[src/rtl/dsc_pkg.sv]
package dsc_pkg;

    localparam int unsigned COUNT_W    = 64;
    localparam int unsigned SYM_W      = 8;
    localparam int unsigned POS_W      = 6;
    localparam int unsigned CMD_W      = 2;
    localparam int unsigned CFG_LEN_W  = 7;
    localparam int unsigned GROUP_SIZE = 8;

    localparam logic [CMD_W-1:0] CMD_LOAD    = 2'd0;
    localparam logic [CMD_W-1:0] CMD_RESTART = 2'd1;
    localparam logic [CMD_W-1:0] CMD_FEED    = 2'd2;

    typedef logic [COUNT_W-1:0] count_t;

    typedef struct packed {
        logic             clear;
        logic             feed;
        logic [SYM_W-1:0] sym;
    } cell_ctl_t;

endpackage

[src/rtl/dsc_cell.sv]
module dsc_cell
    import dsc_pkg::*;
(
    input  logic      aclk,
    input  cell_ctl_t ctl,
    input  logic      load,
    input  logic      active,
    input  count_t    below,
    output count_t    count,
    output logic      wrap
);

    logic [SYM_W-1:0] sym_reg;
    count_t           count_reg;
    count_t           count_next;
    logic             hit;
    logic [COUNT_W:0] sum;

    assign hit   = ctl.feed && active && (ctl.sym == sym_reg);
    assign sum   = {1'b0, count_reg} + {1'b0, below};
    assign wrap  = hit && sum[COUNT_W];
    assign count = count_reg;

    always_comb begin
        if (ctl.clear) begin
            count_next = '0;
        end else if (hit) begin
            count_next = sum[COUNT_W-1:0];
        end else begin
            count_next = count_reg;
        end
    end

    always_ff @(posedge aclk) begin
        if (load) begin
            sym_reg <= ctl.sym;
        end
        count_reg <= count_next;
    end

endmodule

[config.mk]
export PLATFORM = sky130hd
export DESIGN_NAME = dsc_cell
export DESIGN_NICKNAME = d
export VERILOG_FILES = /design/src/rtl/dsc_pkg.sv /design/src/rtl/dsc_cell.sv
export SDC_FILE = /design/constraint.sdc
export NUM_CORES = 1
export LEC_CHECK = 0
export ABC_AREA = 0
export BUFFER_PORTS_ARGS = -buffer_cell sky130_fd_sc_hd__buf_2
export CORE_MARGIN = 4
export CORE_UTILIZATION = 35
export DETAILED_ROUTE_END_ITERATION = 16
export GPL_ROUTABILITY_DRIVEN = 0
export GPL_TIMING_DRIVEN = 0
export SLEW_MARGIN = 0
export SYNTH_ARGS = -nofsm -noshare
export SYNTH_HDL_FRONTEND = slang
export SYNTH_SLANG_ARGS = --single-unit
export TNS_END_PERCENT = 30
[constraint.sdc]
create_clock -name aclk -period 3.1 [get_ports aclk]
set_clock_uncertainty 0.05 [all_clocks]
set_input_delay 0 -clock aclk [delete_from_list [all_inputs] [get_ports aclk]]
set_output_delay 0 -clock aclk [all_outputs]
set_load 0.05 [all_outputs]
==> flow_summary.json <==
{
  "status": "complete, but fails checks",
  "violations": "negative setup slack",
  "ir_drop_v": 0.000312,
  "syn_to_final_growth_pct": 27.2,
  "tightest_slew_ns": 0.711,
  "grt_usage": 0.186,
  "largest_reg_flops": 64,
  "maxCapViolations": 0,
  "overflow": 0,
  "die-width_microns": 141,
  "cts_buffer_depth": 2,
  "dpl.hpwl_mm": 14.8,
  "portBuffers": 140,
  "end_kind": "flop",
  "synth_warnings": 0,
  "synthDistinctLibCells": 64,
  "grt_pass1_vias": 6217,
  "synth_xor_area_frac": 0.0915,
  "postRouteAntennaNets": 0,
  "synth_mux_area_frac": 0,
  "h-tree-depth": 3,
  "drtIter0Drc": 294,
  "synth_adder_area_share": 0.132,
  "avgSynthCellArea_sq_um": 7.41,
  "ys.flop_type": "dfxtp_1",
  "arrival_ns": 3.45,
  "pin_count": 142,
  "synth_top_family_by_area": "compound AO/OA/AOI/OAI gates",
  "clkTransAtPathRegs_ns": 0.06,
  "crit_required_ns": 3.32,
  "ys_seq_elements": 72,
  "slew_viol_final": 0,
  "fp.dieH_microns": 141,
  "wl_per_cell_microns": 15.4,
  "slew_headroom": 0.526,
  "clock-sinks": 72,
  "syn-num-nets": 982,
  "cts_tree": "built",
  "max_freq_mhz": 309,
  "std_cell_rows": 48,
  "antenna_found_initial": 0,
  "synth_simple_gate_area_share": 0.208,
  "yosysSeqAreaShare": 0.244,
  "synth_edf_count": 8,
  "hold_violations": 0,
  "final_core_util": 0.456,
  "grt_max_degree": 12,
  "cts-root-buf": "clkbuf_16",
  "clk_latency_ns": 0.35,
  "cts_buffers": 9,
  "syn-cell-area_sq_mm": 0.00622,
  "vias_per_cell": 5.21,
  "drc": 0,
  "placed_cell_area_sq_mm": 0.00722,
  "min_path_type": "in2reg",
  "path_max_fanout": 5,
  "timing.setup.tns_ns": -0.347,
  "power.density_mw_per_mm2": 283,
  "antennaDiodeCount": 0,
  "path_class": "reg2reg",
  "drtPass1Iterations": 4,
  "dieArea_sq_mm": 0.0200,
  "async_flop_share": 0,
  "worstSetupStartpointType": "flop",
  "start_util": 0.359,
  "finalSetupViolations": 4,
  "totalWireLength_mm": 19.2,
  "fillers": 1825,
  "fin_area_sq_mm": 0.00792,
  "fin_ws_ns": -0.132,
  "synth_compound_area_frac": 0.282,
  "core_sq_mm": 0.0174,
  "nets": 1155,
  "total_leakage_power_nw": 3.54,
  "syn_inst": 840,
  "layout-drive-gt1-share": 0.229,
  "via_count": 6479,
  "grt_first_pass_wirelength_mm": 30.6,
  "rsz0062_at_grt": "true",
  "layout_min_cycle_time_ns": 3.23,
  "period_share": 1.04
}
[worst max-delay path: stages, from the launching register on]
cell	delay, ns
dfxtp_4	0.35
ha_4	0.16
fa_2	0.40
a211oi_2	0.22
o21ai_1	0.11
a22oi_2	0.29
o41a_1	0.31
o21bai_4	0.12
a21oi_2	0.26
a31oi_4	0.16
a311oi_2	0.32
xnor2_1	0.16
nand2_1	0.07
a21oi_1	0.17
[cell type report]
| class | count | area, sq um | area share |
|---|---|---|---|
| inverter | 18 | 67.6 | 0.00853 |
| tap | 225 | 282 | 0.0356 |
| multi-input combinational | 704 | 4680 | 0.591 |
| clock inverter | 6 | 25.0 | 0.00316 |
| buffer | 46 | 200 | 0.0253 |
| clock buffer | 10 | 239 | 0.0302 |
| sequential | 72 | 1530 | 0.193 |
| timing repair buffer | 162 | 898 | 0.113 |
[final timing paths]
check,startpoint,end,slack [ns],cells after the start
setup reg to reg,count[0],count[58],-0.13,13
hold reg to reg,count[27],count[27],0.42,2
hold / removal,below[0],count[0],0.05,4
setup / recovery,count[0],count[58],-0.13,13
[placed cells by master (no fill, tap or decap), types with 22 or more instances in the layout]
| cell | n |
|---|---|
| nor2_1 | 39 |
| nand3_1 | 22 |
| a21o_1 | 28 |
| clkbuf_1 | 30 |
| a21oi_1 | 130 |
| xnor2_1 | 40 |
| xor2_1 | 25 |
| dfxtp_1 | 63 |
| ha_1 | 60 |
| nand2_1 | 166 |
| buf_2 | 148 |
| o21ai_0 | 30 |
[cells by family (layout without fill, tap and decap cells)]
kind of cell	after synthesis	in the layout
adders and majority gates	65	65
DFF	72	72
AOI/OAI and AO/OA	280	280
and+or+nand+nor	294	294
xor gates and xnor gates	65	65
buffers and inverters	64	242
[Yosys cell counts (11+ instances only)]
library cell / n / area (sq um)
o21bai_1: 14 / 105
clkbuf_1: 30 / 113
dfxtp_1: 64 / 1280
buf_2: 11 / 55.1
inv_1: 18 / 67.6
nor3_1: 14 / 70.1
nand4_1: 16 / 100
xor2_1: 25 / 219
a21o_1: 28 / 210
nand3_1: 23 / 115
a21oi_1: 138 / 691
o21ai_0: 37 / 185
xnor2_1: 40 / 350
nand2_1: 166 / 623
ha_1: 64 / 801
nor2_1: 42 / 158
[metrics by stage]
step | cells | hold WS (ns) | worst slack (ns) | power [W]
6_report | 1243 | 0.0543 | -0.132 | 0.00224
5_1_grt | 1243 | 0.0527 | -0.283 | 0.00234
4_1_cts | 1234 | 0.0390 | -0.124 | 0.00225
3_5_place_dp | 1205 | 0.159 | -0.377 | 0.00127
3_3_place_gp | 1205 | 0.158 | -0.417 | 0.00127
2_1_floorplan | 840 | 0.0489 | 0.0391 | 0.00117
[what timing repair did]
| action | 4_1_cts | 5_1_grt |
|---|---|---|
| hold buffers | 9 | 0 |
| resized for setup | 19 | 35 |
| hold endpoints to repair | 16 | 0 |
| setup buffers | 4 | 9 |
| endpoints found under the setup margin | 17 | 24 |
| gates cloned | 0 | 0 |
| pin swaps | 12 | 19 |
[per-layer routing]
layer / vias to the layer above / GRT usage / wire [microns]
met3: 13 / 0.0452 / 1160
met2: 158 / 0.303 / 8750
met4: 0 / 0.0423 / 181
met1: 2958 / 0.250 / 9090
li1: 3350 / - / -
met5: - / 0 / 0
[power breakdown]
part	total, W	switching, W	internal, W	leakage, nW
clock	0.000965	0.000415	0.000550	0.132
combinational	0.000317	0.000189	0.000128	2.82
sequential	0.000956	0.00000412	0.000951	0.594
(Power assumes the default switching activity.)
